### config.mk
export PLATFORM = sky130hd
export DESIGN_NAME = scdc_codeword_decoder
export DESIGN_NICKNAME = d
export VERILOG_FILES = /design/src/rtl/scdc_pkg.sv /design/src/rtl/scdc_base_table.sv /design/src/rtl/scdc_fold.sv /design/src/rtl/scdc_codeword_decoder.sv
export SDC_FILE = /design/constraint.sdc
export NUM_CORES = 2
export LEC_CHECK = 0
export BUFFER_PORTS_ARGS = -buffer_cell sky130_fd_sc_hd__buf_2
export CAP_MARGIN = 20
export CORE_ASPECT_RATIO = 2
export CORE_UTILIZATION = 45
export DETAILED_ROUTE_END_ITERATION = 10
export SLEW_MARGIN = 20
export SYNTH_ARGS = -nofsm -noshare
export SYNTH_HDL_FRONTEND = slang
export SYNTH_SLANG_ARGS = --single-unit
### constraint.sdc
create_clock -name clk -period 17.6 [get_ports clk]
set_input_delay 1.76 -clock clk [delete_from_list [all_inputs] [get_ports clk]]
set_output_delay 1.76 -clock clk [all_outputs]
set_load 0.02 [all_outputs]
### src/rtl/scdc_pkg.sv
// ----------------------------------------------------------------------------
// scdc_pkg
// Shared constants, types and helpers for the dense code decoder.
// ----------------------------------------------------------------------------
package scdc_pkg;

    localparam int MAX_CODE_BYTES = 5;
    localparam int INDEX_WIDTH    = 40;

    localparam int CODE_W   = 8;
    localparam int RADIX_W  = CODE_W + 1;
    localparam int CNT_W    = $clog2(MAX_CODE_BYTES);
    localparam int LEN_W    = 3;
    localparam int OUT_DATA_W = ((INDEX_WIDTH + LEN_W + 7) / 8) * 8;

    localparam logic [RADIX_W-1:0] RADIX_TOTAL   = RADIX_W'(256);
    localparam logic [CODE_W-1:0]  ETDC_STOPPERS = CODE_W'(128);
    localparam logic [CNT_W-1:0]   LAST_SLOT     = CNT_W'(MAX_CODE_BYTES - 1);

    typedef logic [INDEX_WIDTH-1:0] index_t;

    // status of the base table toward the datapath
    typedef struct packed {
        logic              busy;
        logic [CODE_W-1:0] stopper;
    } table_status_t;

    // continuer radix c = 256 - s
    function automatic logic [RADIX_W-1:0] radix_of(input logic [CODE_W-1:0] s);
        radix_of = RADIX_TOTAL - {1'b0, s};
    endfunction

endpackage

### src/rtl/scdc_base_table.sv
// ----------------------------------------------------------------------------
// scdc_base_table
// Holds the stopper count and builds the per-length base offsets, one entry
// per cycle after reset and after each register write.
// ----------------------------------------------------------------------------
module scdc_base_table (
    input  logic                                   clk,
    input  logic                                   rst_n,
    input  logic                                   cfg_valid,
    output logic                                   cfg_ready,
    input  logic [scdc_pkg::CODE_W-1:0]            cfg_data,
    input  logic [scdc_pkg::CNT_W-1:0]             rd_addr,
    output logic [scdc_pkg::INDEX_WIDTH-1:0]       rd_base,
    output scdc_pkg::table_status_t                status
);
    import scdc_pkg::*;

    logic [CODE_W-1:0]   stopper_reg;
    logic                busy_reg;
    logic [CNT_W-1:0]    slot_reg;
    index_t              sum_reg;
    index_t              term_reg;
    index_t              base_mem [MAX_CODE_BYTES];

    logic [INDEX_WIDTH+RADIX_W-1:0] term_prod;

    assign term_prod = term_reg * radix_of(stopper_reg);

    always_ff @(posedge clk or negedge rst_n)
    begin
        if (!rst_n)
        begin
            stopper_reg <= ETDC_STOPPERS;
            busy_reg    <= 1'b1;
            slot_reg    <= '0;
            sum_reg     <= '0;
            term_reg    <= INDEX_WIDTH'(ETDC_STOPPERS);
        end
        else if (cfg_valid && cfg_ready)
        begin
            stopper_reg <= cfg_data;
            busy_reg    <= 1'b1;
            slot_reg    <= '0;
            sum_reg     <= '0;
            term_reg    <= INDEX_WIDTH'(cfg_data);
        end
        else if (busy_reg)
        begin
            // base[k] = sum of s*c^j for j < k
            sum_reg  <= sum_reg + term_reg;
            term_reg <= term_prod[INDEX_WIDTH-1:0];
            if (slot_reg == LAST_SLOT)
            begin
                busy_reg <= 1'b0;
            end
            else
            begin
                slot_reg <= slot_reg + CNT_W'(1);
            end
        end
    end

    always_ff @(posedge clk)
    begin
        if (busy_reg)
        begin
            base_mem[slot_reg] <= sum_reg;
        end
    end

    assign rd_base        = base_mem[rd_addr];
    assign cfg_ready      = !busy_reg;
    assign status.busy    = busy_reg;
    assign status.stopper = stopper_reg;

endmodule

### src/rtl/scdc_fold.sv
// ----------------------------------------------------------------------------
// scdc_fold
// Input register, codeword fold with base add, and result register.
// ----------------------------------------------------------------------------
module scdc_fold (
    input  logic                                 clk,
    input  logic                                 rst_n,
    input  logic                                 in_valid,
    output logic                                 in_ready,
    input  logic [scdc_pkg::CODE_W-1:0]          in_byte,
    input  scdc_pkg::table_status_t              status,
    output logic [scdc_pkg::CNT_W-1:0]           base_addr,
    input  logic [scdc_pkg::INDEX_WIDTH-1:0]     base_val,
    output logic                                 out_valid,
    input  logic                                 out_ready,
    output logic [scdc_pkg::INDEX_WIDTH-1:0]     out_index,
    output logic [scdc_pkg::LEN_W-1:0]           out_len,
    output logic                                 out_err
);
    import scdc_pkg::*;

    logic                in_valid_reg;
    logic [CODE_W-1:0]   in_byte_reg;
    index_t              acc_reg;
    index_t              acc_next;
    logic [CNT_W-1:0]    cnt_reg;
    logic [CNT_W-1:0]    cnt_next;
    logic                out_valid_reg;
    logic                out_valid_next;
    index_t              out_index_reg;
    index_t              out_index_next;
    logic [LEN_W-1:0]    out_len_reg;
    logic [LEN_W-1:0]    out_len_next;
    logic                out_err_reg;
    logic                out_err_next;

    logic                          advance;
    logic                          is_stop;
    logic [RADIX_W-1:0]            mult_op;
    logic [CODE_W-1:0]             addend;
    logic [INDEX_WIDTH+RADIX_W-1:0] prod_full;
    index_t                        folded;

    assign advance  = in_valid_reg && (!out_valid_reg || out_ready);
    assign in_ready = !status.busy && (!in_valid_reg || advance);

    assign is_stop   = in_byte_reg < status.stopper;
    assign mult_op   = is_stop ? {1'b0, status.stopper} : radix_of(status.stopper);
    assign addend    = is_stop ? in_byte_reg : in_byte_reg - status.stopper;
    assign prod_full = acc_reg * mult_op;
    assign folded    = prod_full[INDEX_WIDTH-1:0] + INDEX_WIDTH'(addend);
    assign base_addr = cnt_reg;

    always_comb
    begin
        acc_next       = acc_reg;
        cnt_next       = cnt_reg;
        out_valid_next = out_valid_reg && !out_ready;
        out_index_next = out_index_reg;
        out_len_next   = out_len_reg;
        out_err_next   = out_err_reg;
        if (advance)
        begin
            if (is_stop)
            begin
                acc_next       = '0;
                cnt_next       = '0;
                out_valid_next = 1'b1;
                out_index_next = folded + base_val;
                out_len_next   = LEN_W'(cnt_reg) + LEN_W'(1);
                out_err_next   = 1'b0;
            end
            else if (cnt_reg == LAST_SLOT)
            begin
                // overlong codeword, restart with the next byte
                acc_next       = '0;
                cnt_next       = '0;
                out_valid_next = 1'b1;
                out_index_next = '0;
                out_len_next   = '0;
                out_err_next   = 1'b1;
            end
            else
            begin
                acc_next = folded;
                cnt_next = cnt_reg + CNT_W'(1);
            end
        end
    end

    always_ff @(posedge clk or negedge rst_n)
    begin
        if (!rst_n)
        begin
            in_valid_reg  <= 1'b0;
            acc_reg       <= '0;
            cnt_reg       <= '0;
            out_valid_reg <= 1'b0;
        end
        else
        begin
            if (in_ready)
            begin
                in_valid_reg <= in_valid;
            end
            else if (advance)
            begin
                in_valid_reg <= 1'b0;
            end
            acc_reg       <= acc_next;
            cnt_reg       <= cnt_next;
            out_valid_reg <= out_valid_next;
        end
    end

    always_ff @(posedge clk)
    begin
        if (in_valid && in_ready)
        begin
            in_byte_reg <= in_byte;
        end
        out_index_reg <= out_index_next;
        out_len_reg   <= out_len_next;
        out_err_reg   <= out_err_next;
    end

    assign out_valid = out_valid_reg;
    assign out_index = out_index_reg;
    assign out_len   = out_len_reg;
    assign out_err   = out_err_reg;

    a_err_fields: assert property (@(posedge clk) disable iff (!rst_n)
        out_valid_reg && out_err_reg |-> out_len_reg == '0 && out_index_reg == '0)
        else $error("error result carries nonzero fields");

    a_cnt_range: assert property (@(posedge clk) disable iff (!rst_n)
        cnt_reg <= LAST_SLOT)
        else $error("byte count beyond last slot");

    a_stop_clears: assert property (@(posedge clk) disable iff (!rst_n)
        advance && is_stop |=> cnt_reg == '0 && acc_reg == '0 && out_valid_reg)
        else $error("stopper did not close the codeword");

    a_no_accept_busy: assert property (@(posedge clk) disable iff (!rst_n)
        status.busy |-> !in_ready)
        else $error("byte taken while base table builds");

endmodule

### src/rtl/scdc_codeword_decoder.sv
// ----------------------------------------------------------------------------
// scdc_codeword_decoder
// (s,c)-dense code decoder: code bytes in, vocabulary word indices out.
// ----------------------------------------------------------------------------
//  channel  | dir | payload
//  s_*      | in  | tdata[7:0] code_byte
//  m_*      | out | tdata[39:0] word_index, [42:40] code_length; tuser error
//  cfg_*    | in  | cfg_data[7:0] stopper_count
//
//  one code byte per cycle sustained while the base table is idle and m_tready
//  does not stall; m_tvalid rises once the stopper byte has passed the input
//  register and the fold has written the result register; the fold is one 40x9
//  multiply-add plus the base add per cycle; after reset and after each cfg
//  transaction the base table rebuilds, with s_tready and cfg_ready low
//  a stalled m_tready holds the result; one more byte waits in the input register
// ----------------------------------------------------------------------------
module scdc_codeword_decoder (
    input  logic                                clk,
    input  logic                                rst_n,
    input  logic                                s_tvalid,
    output logic                                s_tready,
    input  logic [scdc_pkg::CODE_W-1:0]         s_tdata,   // code_byte
    output logic                                m_tvalid,
    input  logic                                m_tready,
    output logic [scdc_pkg::OUT_DATA_W-1:0]     m_tdata,   // word_index, code_length
    output logic                                m_tuser,   // error
    input  logic                                cfg_valid,
    output logic                                cfg_ready,
    input  logic [scdc_pkg::CODE_W-1:0]         cfg_data   // stopper_count
);
    import scdc_pkg::*;

    table_status_t       status;
    logic [CNT_W-1:0]    base_addr;
    index_t              base_val;
    index_t              out_index;
    logic [LEN_W-1:0]    out_len;

    scdc_base_table u_table (
        .clk       (clk),
        .rst_n     (rst_n),
        .cfg_valid (cfg_valid),
        .cfg_ready (cfg_ready),
        .cfg_data  (cfg_data),
        .rd_addr   (base_addr),
        .rd_base   (base_val),
        .status    (status)
    );

    scdc_fold u_fold (
        .clk       (clk),
        .rst_n     (rst_n),
        .in_valid  (s_tvalid),
        .in_ready  (s_tready),
        .in_byte   (s_tdata),
        .status    (status),
        .base_addr (base_addr),
        .base_val  (base_val),
        .out_valid (m_tvalid),
        .out_ready (m_tready),
        .out_index (out_index),
        .out_len   (out_len),
        .out_err   (m_tuser)
    );

    assign m_tdata = OUT_DATA_W'({out_len, out_index});

endmodule
; ---- Word level (Yosys, flattened, before mapping)
; Memory sizes are Yosys's and may differ from the RTL's.
; Index checks and enable logic that the tools add are counted.
[classes]
muxes = 28
reduce_logical = 16
magnitude_cmp = 1
addsub = 7
eq_ne = 3
n_mul = 2
[ops]
columns = op, count
row1 = 40-bit two-way mux, 8
row2 = 40-bit adder, 2
row3 = 40-bit by 9-bit multiplier with 40-bit output, 2
row4 = 40-bit by 8-bit adder with 40-bit output, 1
row5 = 3-bit two-way mux, 7
row6 = 1-bit two-way mux, 11
row7 = 9-bit two-way mux, 1
row8 = 9-bit by 8-bit subtractor with 9-bit output (first input constant), 1
row9 = 8-bit < comparator, 1
row10 = 8-bit two-way mux, 1
row11 = 8-bit subtractor, 1
row12 = 3-bit by 1-bit adder with 3-bit output (second input constant), 2
row13 = 3-bit == test (second input constant), 2
row14 = 2-bit nonzero test, 3
row15 = 1-bit logical AND, 5
row16 = 1-bit logical NOT, 4
row17 = 2-bit AND reduction, 2
row18 = 1-bit logical OR, 2
row19 = 2-bit by 1-bit inequality test with 1-bit output (second input constant), 1
[word_totals]
mem_bits_rw = 200
register_bits = 189
mem_count = 1
[memory_table]
columns = memory, words, width, read_ports, rd_ports_with_merged_regs, wr, line_no
row1 = u_table.base_mem, 5, 40, 1, 0, 1, scdc_base_table.sv:23  ; index_t base_mem [MAX_CODE_BYTES];

; ---- Logic depth before layout (Yosys ltp)
[depth]
depth_word = 6
depth_mapped = 43

; ---- By module
; From an unflattened synthesis, not the netlist that was laid out.
[hier_totals]
hier_cells = 3688
hier_area_um2 = 38384.3
[modules_own_cells]
columns = mod, cells_per_inst, area_each_um2, instances
row1 = scdc_base_table, 2039, 22535.4, 1
row2 = scdc_fold, 1643, 15807.7, 1
row3 = scdc_codeword_decoder, 6, 41.3, 1

; ---- Least setup slack after synthesis
; No wires, ideal clock.
[synth_path]
kind = flip-flop to flip-flop
from = reg u_fold.in_byte_reg[0]
to = reg u_fold.out_index_reg[38] (netlist: u_fold.out_index[38]) (data pin)
path_stages_with_launch = 42
path_slack_ns = 8.254
setup_ns = 0.265
t_arrival_ns = 9.081
synth_period_minus_slack_ns = 9.346
n_path_buf = 2
cell_sequence = edfxtp_1 -> inv_1 -> ha_1 -> inv_1 -> fa_1 -> a211oi_2 -> o21ai_2 -> a211oi_4 -> nor3_1 -> xnor2_1 -> clkbuf_1 -> clkbuf_1 -> nand2_1 -> fa_1 -> inv_1 -> fa_1 -> inv_1 -> fa_1 -> [6 not listed] -> nor2_1 -> o21ai_0 -> nand2b_1 -> a21o_1 -> a211oi_1 -> nor2_1 -> ha_1 -> nand2_1 -> nor3_1 -> o21ai_1 -> nor3_1 -> a22oi_2 -> o31ai_1 -> a211oi_1 -> o21ai_1 -> a31o_1 -> a21oi_1 -> or3_1
[synth_between]
elab_chain_len = 6
word_cells_on_any_way = 8
cone_classes = add/sub (3) / mul (1) / order compare (1) / mux (3)
[synth_lines]
columns = item, line_no
row1 = "start, declared", scdc_fold.sv:23  ; logic [CODE_W-1:0] in_byte_reg;
row2 = "start signal, assigned", scdc_fold.sv:120  ; in_byte_reg <= in_byte;
row3 = 8-bit < comparator, scdc_fold.sv:47  ; assign is_stop = in_byte_reg < status.stopper;
row4 = 9-bit two-way mux, scdc_fold.sv:48  ; assign mult_op = is_stop ? {1'b0, status.stopper} : radix_of(status.stopper);
row5 = 40-bit by 9-bit multiplier with 40-bit output, scdc_fold.sv:50  ; assign prod_full = acc_reg * mult_op;
row6 = 40-bit by 8-bit adder with 40-bit output, scdc_fold.sv:51  ; assign folded = prod_full[INDEX_WIDTH-1:0] + INDEX_WIDTH'(addend);
row7 = 40-bit adder, scdc_fold.sv:69  ; out_index_next = folded + base_val;
row8 = 40-bit two-way mux (*), scdc_fold.sv:64  ; if (is_stop)
row9 = "end signal, assigned", scdc_fold.sv:122  ; out_index_reg <= out_index_next;
row10 = "end, declared", scdc_fold.sv:30  ; index_t out_index_reg;
; Mark *: on every way between the ends. The rest lies on a longest branch, timed or not.
; A chain may end at the register's enable or synchronous reset.

; ---- Final worst setup path
[layout_path]
from = reg u_table.stopper_reg[0]
to = reg u_fold.out_index_reg[38] (netlist: u_fold.out_index[38]) (data pin)
[layout_between]
elab_chain_len = 6
word_cells_on_any_way = 9
cone_classes = add/sub (4) / mul (1) / order compare (1) / mux (3)
[layout_lines]
columns = item, line_no
row1 = "start, declared", scdc_base_table.sv:18  ; logic [CODE_W-1:0] stopper_reg;
row2 = "start signal, assigned", scdc_base_table.sv:41  ; stopper_reg <= cfg_data;
row3 = 9-bit by 8-bit subtractor with 9-bit output or 8-bit < comparator (tied branches), "scdc_pkg.sv:30, scdc_fold.sv:47"
row4 = 9-bit two-way mux, scdc_fold.sv:48
row5 = 40-bit by 9-bit multiplier with 40-bit output, scdc_fold.sv:50
row6 = 40-bit by 8-bit adder with 40-bit output, scdc_fold.sv:51
row7 = 40-bit adder, scdc_fold.sv:69
row8 = 40-bit two-way mux (*), scdc_fold.sv:64
; Marked as above.

==> flow_metrics.tcl <==
set metrics [dict create \
    status "finished with violations" \
    violations "design-rule violations" \
    root_buffer "clkbuf_16" \
    fp.dieArea_sq_um 85200 \
    ys.flop_type "edfxtp_1" \
    htree_levels 2 \
    grt_pass1_vias 28882 \
    clk_latency_ns 0.57 \
    port_buffers 67 \
    slew_violations 0 \
    fin_tns_setup_ns 0 \
    holdPathStages 1 \
    antenna_found_initial 5 \
    max_cap_violations 0 \
    drt_first_pass_iters 11 \
    synthToLayoutAreaGrowth_pct 6.90 \
    timing.hold.ws_ns 0.531 \
    grt_start_max_net_pins 80 \
    clock-sinks 389 \
    gr-total-overflow 0 \
    drcViolationCount 12 \
    avgSynthCellArea_sq_um 10.5 \
    wirelength_um 101000 \
    ant_nets 0 \
    endpoint_kind "flop" \
    finalHoldViolations 0 \
    synth_cell_types 93 \
    vias_per_cell 5.59 \
    clk_pin_slew_worst_paths_ns 0.08 \
    fillers 7683 \
    grt_pass1_wl_um 160000 \
    yosysSeqAreaShare_pct 29.1 \
    critPathMaxFanout 43 \
    place_area_sq_um 39100 \
    netlist_area_sq_um 37800 \
    place_hpwl_um 78300 \
    yosys_warnings 0 \
    min_period_ns 11.90 \
    setup_viol 0 \
    async_flop_share_pct 35.2 \
    dieHeight_um 412 \
    cts_setup_buffers 0 \
    critPathArrivalTime_ns 12.20 \
    cp-endpoint "u_fold.out_index[38]$_SDFFCE_PP0P_" \
    cts_buffer_depth 3 \
    initial_core_util_pct 45.3 \
    criticalPathCategory "flop to flop" \
    synth-edff-count 252 \
    core_sq_um 83300 \
    drive_gt1_share_pct 8.38 \
    grtUsageTotal_pct 24.8 \
    reg2regPathDepth 40 \
    r2r-start "u_table.stopper_reg[0]$_DFFE_PN0P_" \
    required_ns 17.91 \
    ios 73 \
    clock_skew_ns 0.0361 \
    fmax_mhz 84.1 \
    critical_path.slowest_cell "dfrtp_2" \
    final_area_sq_um 40400 \
    period_share_pct 67.6 \
    hold_path.class "flop to flop" \
    dp_slack_ns 5.82 \
    largest_register_ffs 200 \
    rsz0062_at_grt "no" \
    r2r-end "u_fold.out_index[38]$_SDFFCE_PP0P_" \
    setup_ws_ns 5.70 \
    synth-seq-cells 389 \
    num_vias 25924 \
    slew_headroom_pct 33.5 \
    place_congestion 0.906 \
    crit_path_start "u_table.stopper_reg[0]$_DFFE_PN0P_" \
    tightestPinTransition_ns 0.995 \
    max_stage_delay_ns 0.83 \
    nNetsFinal 4273 \
    min_from "u_fold.acc_reg[39]$_DFFE_PN0P_" \
    start_kind "flop" \
    ctsHoldBuffers 0 \
    regMostFlops "u_table.base_mem" \
    cts_buffers 36 \
    path_common_cell "fa_1" \
    row_count 150 \
    synth_cells 3589 \
    drt_iter0_markers 1314 \
    die_x_um 207 \
    rrSetupSlack_ns 5.70 \
    wl_per_cell_um 21.8 \
    cts_tree "yes" \
    cts_resized 0 \
]
-- through the flow --
| stage | std cells | utilization (%) |
|---|---|---|
| floorplan | 3593 | - |
| global placement | 4567 | 46.9 |
| detailed placement | 4567 | 46.9 |
| CTS | 4633 | 48.4 |
| global route | 4634 | 48.5 |
| finish | 4636 | 48.5 |
-- worst max-delay path, delay by kind of cell, from the launching register on --
kind / cells / cell delay, ns
xor gates and xnor gates: 1 / 0.16
buffers and inverters: 7 / 1.10
AOI/OAI and AO/OA: 16 / 4.05
muxes: 1 / 0.35
DFF: 1 / 0.83
and+or+nand+nor: 6 / 1.19
adders and majority gates: 9 / 3.90
-- layout by cell type, fill, tap and decap left out, types with 99 or more instances in the layout --
master	count
nand2_1	498
fa_1	477
inv_1	385
edfxtp_1	252
ha_1	233
and2_1	187
dfrtp_1	130
a21oi_1	121
o21ai_0	119
nor2_1	102
nor2b_1	99
-- layout make-up --
type,instances,area (sq um),share of cell area [%]
timing repair buffer,103,632,1.56
inverter,388,1460,3.61
sequential,389,11000,27.3
tap,1064,1330,3.30
antenna,2,5.00,0.0124
multi-input combinational,2624,24700,61.2
clock inverter,16,221,0.548
clock buffer,50,1000,2.49
-- metal layers --
layer | GRT usage (%) | up-vias | part of all wire (%)
met1 | 24.9 | 13410 | 35
met2 | 49.4 | 480 | 58
met5 | 0 | - | 0.024
met4 | 11.9 | 4 | 4.6
met3 | 2.20 | 222 | 2.8
li1 | - | 11808 | -
-- cell families (layout without fill, tap and decap cells) --
logic type / count (synthesis) / in the layout / synth area share, %
AOI/OAI and AO/OA: 562 / 562 / 10.1
xor gates and xnor gates: 170 / 170 / 4.03
adders and majority gates: 710 / 710 / 33.0
buffers and inverters: 580 / 557 / 5.82
DFF: 389 / 389 / 29.1
muxes: 92 / 92 / 3.90
other: 1 / 7 / 0.00993
and+or+nand+nor: 1085 / 1085 / 14.0
-- worst min-delay path by stage --
stage | end | slack (ns)
CTS | u_fold.acc_reg[38]$_DFFE_PN0P_ | 0.54
floorplan | u_fold.acc_reg[39]$_DFFE_PN0P_ | 0.47
finish | u_fold.acc_reg[39]$_DFFE_PN0P_ | 0.53
detailed placement | u_fold.acc_reg[38]$_DFFE_PN0P_ | 0.52
global route | u_fold.acc_reg[38]$_DFFE_PN0P_ | 0.57
global placement | u_fold.acc_reg[38]$_DFFE_PN0P_ | 0.52
-- cells in the mapped netlist (4+ instances only) --
library cell / count / area [sq um]
nand2_1: 499 / 1870
fa_1: 477 / 9550
inv_1: 386 / 1450
edfxtp_1: 252 / 7570
ha_1: 233 / 2920
and2_1: 187 / 1170
dfrtp_1: 134 / 3350
clkbuf_1: 124 / 465
a21oi_1: 121 / 606
o21ai_0: 119 / 596
xnor2_1: 108 / 946
nor2_1: 104 / 390
nor2b_1: 100 / 626
a21o_1: 80 / 601
buf_1: 61 / 229
xor2_1: 59 / 517
a22o_1: 51 / 447
mux2_2: 41 / 462
mux4_2: 40 / 901
and3_1: 37 / 231
nor3_1: 34 / 170
nand2b_1: 32 / 200
o21a_1: 31 / 233
nand3_1: 22 / 110
o21ai_1: 22 / 110
a211oi_1: 20 / 150
o21bai_1: 20 / 150
nand4_1: 14 / 87.6
a31oi_1: 12 / 75.1
o31ai_1: 12 / 90.1
mux2i_1: 11 / 110
and2b_1: 9 / 67.6
nor3b_1: 8 / 60.1
o211ai_1: 8 / 60.1
and4_1: 7 / 61.3
or3_1: 7 / 43.8
a2111o_1: 5 / 56.3
a211o_1: 5 / 43.8
buf_4: 5 / 37.5
a221o_1: 4 / 40.0
or2_2: 4 / 25.0
or4_1: 4 / 30.0
Power is left out: the tool's default activity adds up to more than one toggle a clock period on the data nets, which glitch-free logic cannot reach.
